$ cat src/rtl/lwb_pkg.sv
// Shared types, character codes and column arithmetic for the line wrapper.
package lwb_pkg;

   localparam int COL_W      = 11;
   localparam int LINE_W     = 10;
   localparam int CSR_DATA_W = 10;
   localparam int CSR_IDX_W  = 1;
   localparam int TAB_STOP   = 8;

   localparam logic [COL_W-1:0]      COL_MAX    = 11'd2047;
   localparam logic [LINE_W-1:0]     DEF_WIDTH  = 10'd80;
   localparam logic [7:0]            CHAR_NL    = 8'd10;
   localparam logic [7:0]            CHAR_TAB   = 8'd9;
   localparam logic [7:0]            CHAR_SPACE = 8'd32;
   localparam logic [CSR_IDX_W-1:0]  REG_LINE_WIDTH = 1'b0;
   localparam logic [CSR_IDX_W-1:0]  REG_WORD_BREAK = 1'b1;

   typedef struct packed {
      logic       kind;
      logic [7:0] in_byte;
   } req_type;

   typedef struct packed {
      logic [7:0] out_byte;
      logic       last;
   } rsp_type;

   // Work left for the current word, in the order it is carried out.
   typedef struct packed {
      logic pre_nl;
      logic do_flush;
      logic post_nl;
      logic emit;
      logic store;
   } steps_type;

   function automatic logic [COL_W-1:0] col_sat(input logic [COL_W-1:0] a,
                                                input logic [COL_W-1:0] b);
      logic [COL_W:0] sum;
      sum = {1'b0, a} + {1'b0, b};
      return sum[COL_W] ? COL_MAX : sum[COL_W-1:0];
   endfunction

   function automatic logic [COL_W-1:0] next_stop(input logic [COL_W-1:0] c);
      logic [COL_W-1:0] base;
      base = c - (c % COL_W'(TAB_STOP));
      return col_sat(base, COL_W'(TAB_STOP));
   endfunction

endpackage

$ cat src/rtl/lwb_ram.sv
// Generic single-write, single-read RAM with registered read data.
module lwb_ram #(
   parameter int WIDTH = 8,
   parameter int DEPTH = 32
) (
   input  logic                     clock,
   input  logic                     wr_en,
   input  logic [$clog2(DEPTH)-1:0] wr_addr,
   input  logic [WIDTH-1:0]         wr_data,
   input  logic                     rd_en,
   input  logic [$clog2(DEPTH)-1:0] rd_addr,
   output logic [WIDTH-1:0]         rd_data
);

   logic [WIDTH-1:0] mem_ff [DEPTH];
   logic [WIDTH-1:0] rd_data_ff;

   always_ff @(posedge clock) begin
      if (wr_en) begin
         mem_ff[wr_addr] <= wr_data;
      end
      if (rd_en) begin
         rd_data_ff <= mem_ff[rd_addr];
      end
   end

   assign rd_data = rd_data_ff;

endmodule

$ cat src/rtl/lwb_plan.sv
// Decides the emission steps and the next column and held count for one word.
module lwb_plan #(
   parameter int WORD_CAP = 32
) (
   input  logic                          word_break,
   input  logic [lwb_pkg::LINE_W-1:0]    width,
   input  lwb_pkg::req_type              item,
   input  logic [lwb_pkg::COL_W-1:0]     column,
   input  logic [$clog2(WORD_CAP+1)-1:0] held,
   input  logic [lwb_pkg::COL_W-1:0]     col_f,
   input  logic                          sum_ge,
   output lwb_pkg::steps_type            steps,
   output logic [lwb_pkg::COL_W-1:0]     col_next,
   output logic [$clog2(WORD_CAP+1)-1:0] held_next,
   output logic [$clog2(WORD_CAP)-1:0]   wr_addr
);
   import lwb_pkg::*;

   localparam int HW = $clog2(WORD_CAP + 1);
   localparam int AW = $clog2(WORD_CAP);

   logic             is_nl;
   logic             is_tab;
   logic             is_blank;
   logic             nl;
   logic [COL_W-1:0] ns_f;
   logic [COL_W-1:0] width_c;

   assign is_nl    = item.in_byte == CHAR_NL;
   assign is_tab   = item.in_byte == CHAR_TAB;
   assign is_blank = is_tab || item.in_byte == CHAR_SPACE;
   assign ns_f     = next_stop(col_f);
   assign width_c  = COL_W'(width);

   always_comb begin
      steps     = '0;
      col_next  = column;
      held_next = held;
      wr_addr   = held[AW-1:0];
      nl        = 1'b0;
      if (item.kind) begin
         steps.do_flush = held != '0;
         col_next       = '0;
         held_next      = '0;
      end else if (is_nl) begin
         steps.do_flush = held != '0;
         steps.emit     = 1'b1;
         col_next       = '0;
         held_next      = '0;
      end else if (!word_break || is_blank) begin
         // The held word goes out first, so all checks use the column after it.
         steps.do_flush = held != '0;
         held_next      = '0;
         nl             = (!word_break && is_tab) ? (ns_f >= width_c) : (col_f >= width_c);
         steps.post_nl  = nl;
         steps.emit     = 1'b1;
         if (is_tab) begin
            col_next = nl ? COL_W'(TAB_STOP) : ns_f;
         end else begin
            col_next = nl ? COL_W'(1) : col_sat(col_f, COL_W'(1));
         end
      end else begin
         steps.pre_nl = sum_ge && column != '0;
         steps.store  = 1'b1;
         if (held >= HW'(WORD_CAP)) begin
            // Full store: the old word goes out and this byte starts a new one.
            steps.do_flush = 1'b1;
            col_next       = steps.pre_nl ? COL_W'(held) : col_f;
            held_next      = HW'(1);
            wr_addr        = '0;
         end else begin
            col_next  = steps.pre_nl ? '0 : column;
            held_next = held + HW'(1);
         end
      end
   end

endmodule

$ cat src/rtl/line_wrap_byte_stream.sv
// Line wrapper top level: item sequencer, word store and output register.
// An item is taken when idle and planned in the next cycle; the sequencer then sends
// an inserted newline, the held word, a newline after it and the byte, each as needed;
// the held word comes one byte per cycle from the word store read port unless stalled.
// An item that emits nothing goes back to idle after planning or its store write.
// Reset clears column, held count and handshakes; width 80, plain mode; store not cleared.
module line_wrap_byte_stream #(
   parameter int WORD_CAP = 32
) (
   input  logic                             clock,
   input  logic                             reset,
   input  logic                             req_valid,
   output logic                             req_ready,
   input  lwb_pkg::req_type                 req_data,
   output logic                             rsp_valid,
   input  logic                             rsp_ready,
   output lwb_pkg::rsp_type                 rsp_data,
   input  logic                             csr_write,
   input  logic [lwb_pkg::CSR_IDX_W-1:0]    csr_index,
   input  logic [lwb_pkg::CSR_DATA_W-1:0]   csr_data
);
   import lwb_pkg::*;

   localparam int HW = $clog2(WORD_CAP + 1);
   localparam int AW = $clog2(WORD_CAP);

   localparam logic [2:0] S_IDLE  = 3'd0;
   localparam logic [2:0] S_PLAN  = 3'd1;
   localparam logic [2:0] S_PRE   = 3'd2;
   localparam logic [2:0] S_FLUSH = 3'd3;
   localparam logic [2:0] S_NL    = 3'd4;
   localparam logic [2:0] S_BYTE  = 3'd5;
   localparam logic [2:0] S_STORE = 3'd6;

   logic [2:0]        state_ff, state_in;
   req_type           item_ff, item_in;
   logic [COL_W-1:0]  colf_ff, colf_in;
   logic              sumge_ff, sumge_in;
   logic [COL_W-1:0]  column_ff, column_in;
   logic [HW-1:0]     held_ff, held_in;
   steps_type         steps_ff, steps_in, steps_clr;
   logic [HW-1:0]     rem_ff, rem_in;
   logic [HW-1:0]     rd_left_ff, rd_left_in;
   logic [AW-1:0]     rd_ff, rd_in;
   logic              pend_ff, pend_in;
   logic [AW-1:0]     wr_addr_ff, wr_addr_in;
   logic [LINE_W-1:0] line_width_ff;
   logic              word_break_ff;
   logic              rsp_valid_ff, rsp_valid_in;
   rsp_type           rsp_data_ff, rsp_data_in;

   logic [LINE_W-1:0] width_eff;
   steps_type         plan_steps;
   logic [COL_W-1:0]  plan_col;
   logic [HW-1:0]     plan_held;
   logic [AW-1:0]     plan_waddr;
   logic              can_load;
   logic              load;
   rsp_type           load_data;
   logic              issue;
   logic              move;
   logic              ram_we;
   logic [AW-1:0]     ram_waddr;
   logic [7:0]        ram_rdata;
   logic [COL_W:0]    sum_wide;

   function automatic logic [2:0] choose(input steps_type s);
      if (s.pre_nl) begin
         return S_PRE;
      end else if (s.do_flush) begin
         return S_FLUSH;
      end else if (s.post_nl) begin
         return S_NL;
      end else if (s.emit) begin
         return S_BYTE;
      end else if (s.store) begin
         return S_STORE;
      end
      return S_IDLE;
   endfunction

   assign width_eff = (line_width_ff == '0) ? DEF_WIDTH : line_width_ff;
   assign can_load  = !rsp_valid_ff || rsp_ready;
   assign sum_wide  = {1'b0, column_ff} + (COL_W + 1)'(held_ff);

   lwb_plan #(.WORD_CAP(WORD_CAP)) u_plan (
      .word_break (word_break_ff),
      .width      (width_eff),
      .item       (item_ff),
      .column     (column_ff),
      .held       (held_ff),
      .col_f      (colf_ff),
      .sum_ge     (sumge_ff),
      .steps      (plan_steps),
      .col_next   (plan_col),
      .held_next  (plan_held),
      .wr_addr    (plan_waddr)
   );

   lwb_ram #(.WIDTH(8), .DEPTH(WORD_CAP)) u_store (
      .clock   (clock),
      .wr_en   (ram_we),
      .wr_addr (ram_waddr),
      .wr_data (item_ff.in_byte),
      .rd_en   (issue),
      .rd_addr (rd_ff),
      .rd_data (ram_rdata)
   );

   always_comb begin
      state_in   = state_ff;
      item_in    = item_ff;
      colf_in    = colf_ff;
      sumge_in   = sumge_ff;
      column_in  = column_ff;
      held_in    = held_ff;
      steps_clr  = steps_ff;
      steps_in   = steps_ff;
      rem_in     = rem_ff;
      rd_left_in = rd_left_ff;
      rd_in      = rd_ff;
      pend_in    = pend_ff;
      wr_addr_in = wr_addr_ff;
      load       = 1'b0;
      load_data  = '0;
      issue      = 1'b0;
      move       = 1'b0;
      ram_we     = 1'b0;
      ram_waddr  = wr_addr_ff;
      unique case (state_ff)
         S_IDLE: begin
            if (req_valid) begin
               item_in  = req_data;
               colf_in  = col_sat(column_ff, COL_W'(held_ff));
               sumge_in = sum_wide >= (COL_W + 1)'(width_eff);
               state_in = S_PLAN;
            end
         end
         S_PLAN: begin
            column_in  = plan_col;
            held_in    = plan_held;
            rem_in     = plan_steps.do_flush ? held_ff : '0;
            rd_left_in = plan_steps.do_flush ? held_ff : '0;
            rd_in      = '0;
            pend_in    = 1'b0;
            wr_addr_in = plan_waddr;
            steps_clr  = plan_steps;
            // Without a flush nothing reads the store, so the word can be written now.
            if (plan_steps.store && !plan_steps.do_flush) begin
               ram_we          = 1'b1;
               ram_waddr       = plan_waddr;
               steps_clr.store = 1'b0;
            end
            steps_in = steps_clr;
            state_in = choose(steps_clr);
         end
         S_PRE: begin
            if (can_load) begin
               load               = 1'b1;
               load_data.out_byte = CHAR_NL;
               load_data.last     = !(steps_ff.do_flush || steps_ff.post_nl || steps_ff.emit);
               steps_clr.pre_nl   = 1'b0;
               steps_in           = steps_clr;
               state_in           = choose(steps_clr);
            end
         end
         S_FLUSH: begin
            // The read data register holds a word until the output register takes it.
            move  = pend_ff && can_load;
            issue = rd_left_ff != '0 && (!pend_ff || can_load);
            if (issue) begin
               rd_in      = rd_ff + AW'(1);
               rd_left_in = rd_left_ff - HW'(1);
               pend_in    = 1'b1;
            end else if (move) begin
               pend_in = 1'b0;
            end
            if (move) begin
               load               = 1'b1;
               load_data.out_byte = ram_rdata;
               load_data.last     = rem_ff == HW'(1) && !(steps_ff.post_nl || steps_ff.emit);
               rem_in             = rem_ff - HW'(1);
               if (rem_ff == HW'(1)) begin
                  steps_clr.do_flush = 1'b0;
                  steps_in           = steps_clr;
                  state_in           = choose(steps_clr);
               end
            end
         end
         S_NL: begin
            if (can_load) begin
               load               = 1'b1;
               load_data.out_byte = CHAR_NL;
               load_data.last     = !steps_ff.emit;
               steps_clr.post_nl  = 1'b0;
               steps_in           = steps_clr;
               state_in           = choose(steps_clr);
            end
         end
         S_BYTE: begin
            if (can_load) begin
               load               = 1'b1;
               load_data.out_byte = item_ff.in_byte;
               load_data.last     = 1'b1;
               steps_clr.emit     = 1'b0;
               steps_in           = steps_clr;
               state_in           = choose(steps_clr);
            end
         end
         S_STORE: begin
            ram_we          = 1'b1;
            steps_clr.store = 1'b0;
            steps_in        = steps_clr;
            state_in        = choose(steps_clr);
         end
         default: begin
            state_in = S_IDLE;
         end
      endcase
   end

   always_comb begin
      rsp_valid_in = rsp_valid_ff;
      rsp_data_in  = rsp_data_ff;
      if (load) begin
         rsp_valid_in = 1'b1;
         rsp_data_in  = load_data;
      end else if (rsp_ready) begin
         rsp_valid_in = 1'b0;
      end
   end

   always_ff @(posedge clock) begin
      if (reset) begin
         state_ff      <= S_IDLE;
         column_ff     <= '0;
         held_ff       <= '0;
         steps_ff      <= '0;
         rem_ff        <= '0;
         rd_left_ff    <= '0;
         rd_ff         <= '0;
         pend_ff       <= 1'b0;
         rsp_valid_ff  <= 1'b0;
         line_width_ff <= DEF_WIDTH;
         word_break_ff <= 1'b0;
      end else begin
         state_ff     <= state_in;
         column_ff    <= column_in;
         held_ff      <= held_in;
         steps_ff     <= steps_in;
         rem_ff       <= rem_in;
         rd_left_ff   <= rd_left_in;
         rd_ff        <= rd_in;
         pend_ff      <= pend_in;
         rsp_valid_ff <= rsp_valid_in;
         if (csr_write) begin
            unique case (csr_index)
               REG_LINE_WIDTH: line_width_ff <= csr_data[LINE_W-1:0];
               REG_WORD_BREAK: word_break_ff <= csr_data[0];
            endcase
         end
      end
   end

   always_ff @(posedge clock) begin
      item_ff     <= item_in;
      colf_ff     <= colf_in;
      sumge_ff    <= sumge_in;
      wr_addr_ff  <= wr_addr_in;
      rsp_data_ff <= rsp_data_in;
   end

   assign req_ready = state_ff == S_IDLE;
   assign rsp_valid = rsp_valid_ff;
   assign rsp_data  = rsp_data_ff;

   a_idle_no_read: assert property (@(posedge clock) disable iff (reset)
      (state_ff == S_IDLE) |-> (!pend_ff && rd_left_ff == '0))
      else $error("word store read still open while idle");

   a_flush_count: assert property (@(posedge clock) disable iff (reset)
      (state_ff == S_FLUSH) |-> (rem_ff == rd_left_ff + HW'(pend_ff)))
      else $error("flush word count out of step with reads");

   a_write_no_read: assert property (@(posedge clock) disable iff (reset)
      ram_we |-> (!pend_ff && !issue))
      else $error("word store written while a flush read is open");

   a_held_cap: assert property (@(posedge clock) disable iff (reset)
      held_ff <= HW'(WORD_CAP))
      else $error("held count beyond word store depth");

endmodule

$ cat config.mk
export PLATFORM = sky130hd
export DESIGN_NAME = line_wrap_byte_stream
export DESIGN_NICKNAME = d
export VERILOG_FILES = /design/src/rtl/lwb_pkg.sv /design/src/rtl/lwb_ram.sv /design/src/rtl/lwb_plan.sv /design/src/rtl/line_wrap_byte_stream.sv
export SDC_FILE = /design/constraint.sdc
export NUM_CORES = 1
export LEC_CHECK = 0
export ABC_CLOCK_PERIOD_IN_PS = 6260
export BUFFER_PORTS_ARGS = -buffer_cell sky130_fd_sc_hd__buf_4
export CORE_ASPECT_RATIO = 0.7
export CORE_MARGIN = 2
export CORE_UTILIZATION = 25
export CTS_CLUSTER_SIZE = 28
export DETAILED_ROUTE_END_ITERATION = 6
export GPL_TIMING_DRIVEN = 0
export PLACE_DENSITY = 0.46
export SYNTH_ARGS = -nofsm -noshare
export SYNTH_HDL_FRONTEND = slang
export SYNTH_SLANG_ARGS = --single-unit
$ cat constraint.sdc
create_clock -name clock -period 6.26 [get_ports clock]
set_clock_uncertainty 0.2 [all_clocks]
set_input_delay 1.878 -clock clock [delete_from_list [all_inputs] [get_ports clock]]
set_output_delay 1.878 -clock clock [all_outputs]
set_load 0.01 [all_outputs]
==> results of run 1 <==
-- path summary, 6_finish.rpt --
path / start / to / slack [ns] / cells after the start
worst max-delay path: item_ff[4] / u_store.mem_ff[7][1] / 1.91 / 8
worst min-delay path: line_width_ff[0] / line_width_ff[0] / 0.28 / 2
worst max register to register: item_ff[4] / u_store.mem_ff[7][1] / 1.91 / 8
worst min register to register: line_width_ff[0] / line_width_ff[0] / 0.28 / 2
-- state kept, by name, indices dropped and copies added (netlist names), 8 cells and up --
signal and cells:
line_width_ff 10, rsp_data 9, colf_ff 11, u_store.mem_ff 256
u_store.rd_data 8, column_ff 11, item_ff 9
-- cell type report --
cell class / count / area, um^2 / area share [%]
Tap cell: 880 / 1100 / 5.81
Multi-Input combinational cell: 689 / 5770 / 30.4
Buffer: 62 / 253 / 1.33
Sequential cell: 354 / 10100 / 53.2
Clock inverter: 25 / 216 / 1.14
Timing Repair Buffer: 42 / 417 / 2.20
Clock buffer: 40 / 980 / 5.17
Inverter: 37 / 139 / 0.733
-- routing by layer --
metal	vias to the layer above	GRT usage [%]
li1	4665	-
met1	5308	22.8
met2	331	17.9
met3	50	3.47
met4	0	2.49
met5	-	0
-- cells in the mapped netlist (7+ instances only) --
library cell / instances
nand3_1: 24
o21a_1: 10
mux2_2: 9
a221oi_1: 7
nor4_1: 11
edfxtp_1: 299
clkbuf_1: 45
a31oi_1: 14
nor3_1: 19
ha_1: 44
buf_2: 10
nand4_1: 7
a22o_1: 7
nor2_1: 81
nand2b_1: 23
or4_1: 9
o22ai_1: 7
a21o_1: 11
mux4_2: 80
a211oi_1: 7
inv_1: 37
o21ai_0: 47
xor2_1: 8
nor2b_1: 8
a22oi_1: 8
xnor2_1: 10
a21oi_1: 58
dfxtp_1: 55
nand2_1: 81
-- power breakdown --
group / switching [uW] / internal [uW] / leakage, uW
logic: 271 / 152 / 0.00228
clock network: 947 / 1260 / 0.000580
registers: 79.2 / 2630 / 0.00315
-- stage by stage --
stage	total power, uW	std cells	cell area (um^2)	setup WS, ns
after detailed placement	3160	2058	17600	1.37
final	5340	2129	19000	1.91
after floorplan	2980	1142	16200	2.82
after CTS	5370	2123	18800	1.34
after global routing	5540	2129	19000	1.71
after global placement	3150	2057	17600	1.44
-- worst max-delay path: cells and delay by family (launching register included) --
| kind | cells | cell delay (ns) |
|---|---|---|
| AOI/OAI and AO/OA | 1 | 0.13 |
| DFF | 1 | 0.89 |
| buffers and inverters | 2 | 0.34 |
| and+or+nand+nor | 5 | 2.40 |
-- logic make-up after synthesis --
group,Yosys count,share of synthesized area [%]
adder cells (fa/ha/maj),45,3.51
flip-flops,354,62.1
AND/OR/NAND/NOR,308,9.68
XOR/XNOR,18,0.971
AO/OA/AOI/OAI,226,9.45
buffers and inverters,99,2.41
multiplexers,92,11.9
==> results.sh, run 1 <==
export IMPL_setup_tns_final_ns=0
export IMPL_syn_area_per_cell_um2=14.2
export IMPL_clkTransAtPathRegs_ns=0.06
export IMPL_first_iter_violations=1101
export IMPL_vias=10400
export IMPL_cts_resized=0
export IMPL_drtPass1Iterations=5
export IMPL_slew_violations=0
export IMPL_grt_ovfl_total=0
export IMPL_wl_met3_um=3670
export IMPL_cts_made_buffers=37
export IMPL_worstPathMaxFanout=35
export IMPL_h_tree_depth=2
export IMPL_cp_start_kind="flip-flop"
export IMPL_m1WireLength_um=24600
export IMPL_p_leak_uw=0.00601
export IMPL_crit_arrival_ns=4.30
export IMPL_dr_wl_met2_um=17600
export IMPL_wl_per_cell_um=21.8
export IMPL_grt_pass1_wl_um=69000
export IMPL_fillers=6487
export IMPL_fp_dieArea_um2=67000
export IMPL_syn_inst=1142
export IMPL_yosys_area_top_type_share_pct=55.3
export IMPL_synth_cell_type_count=75
export IMPL_die_y_um=217
export IMPL_coreArea_um2=64500
export IMPL_synth_ff_latch_count=354
export IMPL_clk_root_buffer_cell="clkbuf_16"
export IMPL_timing_hold_ws_ns=0.285
export IMPL_cts_tree="done"
export IMPL_ys_flop_type="edfxtp_1"
export IMPL_post_route_period_util_pct=69.5
export IMPL_crit_type="flip-flop to flip-flop"
export IMPL_grt_pass1_vias=10200
export IMPL_fmax_mhz=230
export IMPL_drive_above_1_share_pct=17.5
export IMPL_async_flop_share_pct=0
export IMPL_crit_path_max_incr_delay_ns=0.89
export IMPL_yosys_area_top_type="edfxtp_1"
export IMPL_dp_hpwl_um=32300
export IMPL_finish_utilization_pct=29.4
export IMPL_grt_usage_pct=13.9
export IMPL_cp_slowest_cell="edfxtp_1"
export IMPL_status="completed"
export IMPL_maxSlewHeadroom_pct=11.3
export IMPL_netlist_area_um2=16200
export IMPL_grt_max_degree=39
export IMPL_hold_path_class="flip-flop to flip-flop"
export IMPL_p_per_area_nw_per_um2=282
export IMPL_synth_yosys_seq_area_share_pct=62.1
export IMPL_route_antenna_remaining_nets=0
export IMPL_final_cell_mix="edfxtp_1 (299), nor2_1 (81), nand2_1 (81), mux4_2 (80), a21oi_1 (58)"
export IMPL_synth_edf_count=299
export IMPL_antenna_found_initial=2
export IMPL_fin_crit_ns=4.35
export IMPL_tightest_slew_ns=1.33
export IMPL_synthesis_nets=1212
export IMPL_start_util_pct=25.2
export IMPL_wirelength_um=46500
export IMPL_end_kind="flip-flop"
export IMPL_rsz0062_at_grt="false"
export IMPL_ys_warnings_count=0
export IMPL_port_buffers=35
export IMPL_routed_top_layer="met4"
export IMPL_ir_drop_v=0.000210
export IMPL_die_w_um=309
export IMPL_num_rows=78
export IMPL_synthToLayoutAreaGrowth_pct=16.7
export IMPL_diodes=0
export IMPL_clockBufferDepth=3
export IMPL_drv_cap=0
export IMPL_worstSkewPairLatency_ns=0.54
export IMPL_layout_commonest_cell="edfxtp_1"
export IMPL_boundaryPins=36
export IMPL_synth_area_leaders="edfxtp_1 (55%), mux4_2 (11%), dfxtp_1 (6.8%)"
export IMPL_path_cells="or4_1 > buf_2 > or3_4 > and3_4 > buf_6 > nor4b_2 > a31oi_1 > nor2_1"
export IMPL_place_congestion=0.826
export IMPL_cts_sinks=354
export IMPL_crit_required_ns=6.20
export IMPL_vias_per_cell=4.86
export IMPL_drc_errors=0
export IMPL_cts_hold_buf=0
export IMPL_postCtsSetupRepairBufs=0
export IMPL_finalHoldViolations=0
export IMPL_setup_viol=0
export IMPL_fin_nets=1293
(Power assumes the default switching activity.)
==> inputs of run 2 (changes only) <==
--- a/config.mk
+++ b/config.mk
@@ -5,7 +5,8 @@
 export SDC_FILE = /design/constraint.sdc
 export NUM_CORES = 1
 export LEC_CHECK = 0
-export ABC_CLOCK_PERIOD_IN_PS = 6260
+export ABC_AREA = 1
+export ABC_CLOCK_PERIOD_IN_PS = 3800
 export BUFFER_PORTS_ARGS = -buffer_cell sky130_fd_sc_hd__buf_4
 export CORE_ASPECT_RATIO = 0.7
 export CORE_MARGIN = 2
@@ -13,7 +14,7 @@
 export CTS_CLUSTER_SIZE = 28
 export DETAILED_ROUTE_END_ITERATION = 6
 export GPL_TIMING_DRIVEN = 0
-export PLACE_DENSITY = 0.46
+export PLACE_DENSITY = 0.47
 export SYNTH_ARGS = -nofsm -noshare
 export SYNTH_HDL_FRONTEND = slang
 export SYNTH_SLANG_ARGS = --single-unit
==> constraint.sdc (replaced) <==
create_clock -name clock -period 3.8 [get_ports clock]
set_clock_uncertainty 0.2 [all_clocks]
set_input_delay 1.14 -clock clock [delete_from_list [all_inputs] [get_ports clock]]
set_output_delay 1.14 -clock clock [all_outputs]
set_load 0.01 [all_outputs]
==> run 2 against run 1 <==
Against the previous run:
- combinational power grew to 5.4 times the previous value
- sequential power grew 77%
- clock power rose by 75%
- global-route usage increased by 1.6 points
- first-iteration DRC count increased by 26%
- sequential cell count stayed put
- sequential share of layout area is 2.4 points lower
- via count rose by 22%
- utilization is 1.2 points higher
- critical endpoint is now u_store.mem_ff[31][2]
==> results.sh, run 2 <==
export IMPL_placed_cells=2518
export IMPL_routed_top_layer="met5"
export IMPL_fp_dieArea_um2=67600
export IMPL_synth_cell_type_count=54
export IMPL_p_int_uw=7570
export IMPL_synth_area_leaders="edfxtp_1 (55%), dfxtp_1 (6.7%), o21ai_0 (6.5%)"
export IMPL_setup_slack_ns=0.238
export IMPL_path_cells="buf_16 > inv_2 > nand4_1 > nor2_2 > inv_2 > nand2_4 > nor2_8 > nand2_8 > nor2_8 > inv_4 > nand2_1 > o21ai_4 > inv_2 > nor2_2 > nand2_1 > nor2_4 > buf_12"
export IMPL_route_antenna_remaining_nets=0
export IMPL_top_register="u_store.mem_ff"
export IMPL_port_buffers=35
export IMPL_hold_end="column_ff[3]"
export IMPL_vias_per_cell=4.82
export IMPL_ir_drop_v=0.000260
export IMPL_yosys_area_top_type_share_pct=54.8
export IMPL_ys_flop_type="edfxtp_1"
export IMPL_cp_slowest_cell="edfxtp_1"
export IMPL_die_w_um=310
export IMPL_syn_area_per_cell_um2=10.3
export IMPL_min_from="column_ff[3]"
export IMPL_largest_register_ff_count=256
export IMPL_synth_yosys_seq_area_share_pct=61.5
export IMPL_ys_warnings_count=0
export IMPL_cts_made_buffers=38
export IMPL_end_kind="flip-flop"
export IMPL_slew_violations=0
export IMPL_first_iter_violations=1382
export IMPL_grt_pass1_wl_um=77100
export IMPL_cp_common_cell="inv_2"
export IMPL_fin_cells=2617
export IMPL_crit_required_ns=3.87
export IMPL_synth_edf_count=299
export IMPL_rr_endpoint="u_store.mem_ff[31][2]"
export IMPL_dr_wl_met2_um=19400
export IMPL_post_route_period_util_pct=93.7
export IMPL_ff2ff_setup_slack_ns=0.24
export IMPL_yosys_area_top_type="edfxtp_1"
export IMPL_wl_per_cell_um=20.2
export IMPL_clkTransAtPathRegs_ns=0.06
export IMPL_antenna_found_initial=1
export IMPL_final_cell_mix="edfxtp_1 (299), o21ai_0 (214), nor2_1 (200), nand2_1 (193), inv_1 (125)"
export IMPL_synthToLayoutAreaGrowth_pct=21.1
export IMPL_reg2reg_from="item_ff[1]"
export IMPL_drtPass1Iterations=7
export IMPL_place_congestion=0.912
export IMPL_pwr_share_seq_pct=43.8
export IMPL_async_flop_share_pct=0
export IMPL_status="completed"
export IMPL_drive_above_1_share_pct=12.7
export IMPL_boundaryPins=36
export IMPL_power_frac_comb_pct=20.8
export IMPL_fillers=6727
export IMPL_seq_area_um2=10100
export IMPL_min_path_cells=2
export IMPL_dp_hpwl_um=36600
export IMPL_clockBufferDepth=3
export IMPL_crit_path_max_incr_delay_ns=0.54
export IMPL_worstSkewPairLatency_ns=0.56
export IMPL_swShare_pct=30.9
export IMPL_reg2reg_depth=17
export IMPL_finalHoldViolations=0
export IMPL_start_util_pct=25.3
export IMPL_worstPathMaxFanout=22
export IMPL_coreArea_um2=64800
export IMPL_grt_ovfl_total=0
export IMPL_pwr_share_clk_pct=35.3
export IMPL_fin_crit_ns=3.56
export IMPL_multi_input_area_um2=5780
export IMPL_cts_tree="done"
export IMPL_power_total_uw=11000
export IMPL_grt_max_degree=23
export IMPL_synth_most_common_cell="edfxtp_1"
export IMPL_hold_path_class="flip-flop to flip-flop"
export IMPL_m1WireLength_um=26600
export IMPL_reg_top3="u_store.mem_ff (256), colf_ff (11), column_ff (11)"
export IMPL_netlist_area_um2=16400
export IMPL_synth_common_cells="edfxtp_1 (299), nor2_1 (233), o21ai_0 (214)"
export IMPL_dp_slack_ns=-0.882
export IMPL_layout_commonest_cell="edfxtp_1"
export IMPL_crit_arrival_ns=3.63
export IMPL_h_tree_depth=2
export IMPL_wirelength_um=52900
export IMPL_clk_root_buffer_cell="clkbuf_16"
export IMPL_grt_pass1_vias=11800
export IMPL_cts_hold_buf=0
export IMPL_timing_hold_ws_ns=0.295
export IMPL_synthesis_nets=1668
export IMPL_setup_tns_final_ns=0
export IMPL_tightest_slew_ns=0.943
export IMPL_p_sw_uw=3390
export IMPL_fmax_mhz=281
export IMPL_p_per_area_nw_per_um2=552
export IMPL_crit_type="flip-flop to flip-flop"
export IMPL_drv_cap=0
export IMPL_fin_nets=1777
export IMPL_p_leak_uw=0.00707
export IMPL_critPathTopFamily="simple AND/OR/NAND/NOR gates"
export IMPL_drc_errors=0
export IMPL_vias=12600
export IMPL_crit_buf_inv=6
export IMPL_synth_ff_latch_count=354
export IMPL_syn_inst=1598
export IMPL_num_rows=78
export IMPL_wl_met3_um=5970
export IMPL_maxSlewHeadroom_pct=37.1
export IMPL_setup_viol=0
export IMPL_cts_sinks=354
export IMPL_grt_usage_pct=15.5
export IMPL_die_y_um=218
export IMPL_cp_start_kind="flip-flop"
==> run 2: tightest hold or removal path, delay by kind of cell, from the launching register on <==
family | cells | cell delay [ns]
simple gates | 1 | 0.06
compound gates | 1 | 0.06
flops | 1 | 0.32
==> run 2: metrics by stage <==
stage	util [%]	cell area, um^2
after floorplan	-	16400
after global placement	27.4	17700
after detailed placement	27.6	17900
after CTS	30.0	19400
after global routing	30.6	19800
final	30.6	19800
==> run 2: final cells by class <==
cell class,count,share of cell area [%]
Inverter,148,2.81
Tap cell,880,5.55
Clock buffer,52,5.22
Buffer,64,1.23
Timing Repair Buffer,69,4.11
Sequential cell,354,50.8
Multi-Input combinational cell,1032,29.1
Antenna cell,1,0.0126
Clock inverter,17,1.12
==> run 2: power groups by stage <==
stage	Sequential [uW]	Combinational (uW)	Clock, uW
final	4800	2280	3870
after global routing	4830	2590	4080
after CTS	4820	2170	3930
after detailed placement	5020	1930	0
after global placement	5080	1800	0
after floorplan	4870	1320	0
==> run 2: cells by family after synthesis <==
logic type,synth area share [%]
adder cells (fa/ha/maj),3.48
AO/OA/AOI/OAI,14.1
XOR/XNOR,0.855
flip-flops,61.5
buffers and inverters,4.90
AND/OR/NAND/NOR,15.1
==> run 2: routing by layer <==
metal | vias up | GRT usage (%)
met1 | 6155 | 24.1
met4 | 4 | 3.41
li1 | 5905 | -
met3 | 74 | 5.79
met2 | 473 | 19.6
met5 | - | 1.09
==> run 2: worst max path at each step <==
stage                                  to  cells past startpoint        from  slack [ns]
global route        u_store.mem_ff[30][2]                     14  item_ff[1]      -0.003
global placement     u_store.mem_ff[0][3]                     14  item_ff[0]       -0.93
finish              u_store.mem_ff[31][2]                     17  item_ff[1]        0.24
CTS                 u_store.mem_ff[14][6]                     12  item_ff[6]       -0.19
detailed placement   u_store.mem_ff[2][3]                     14  item_ff[5]       -0.88
floorplan           u_store.mem_ff[23][0]                     14  item_ff[0]        0.78
==> run 2: repair_timing <==
| action | CTS | global route |
|---|---|---|
| setup buffers | 13 | 16 |
| cloned | 0 | 0 |
| resized for setup | 36 | 33 |
| setup endpoints to repair | 256 | 258 |
| pin swaps | 2 | 8 |
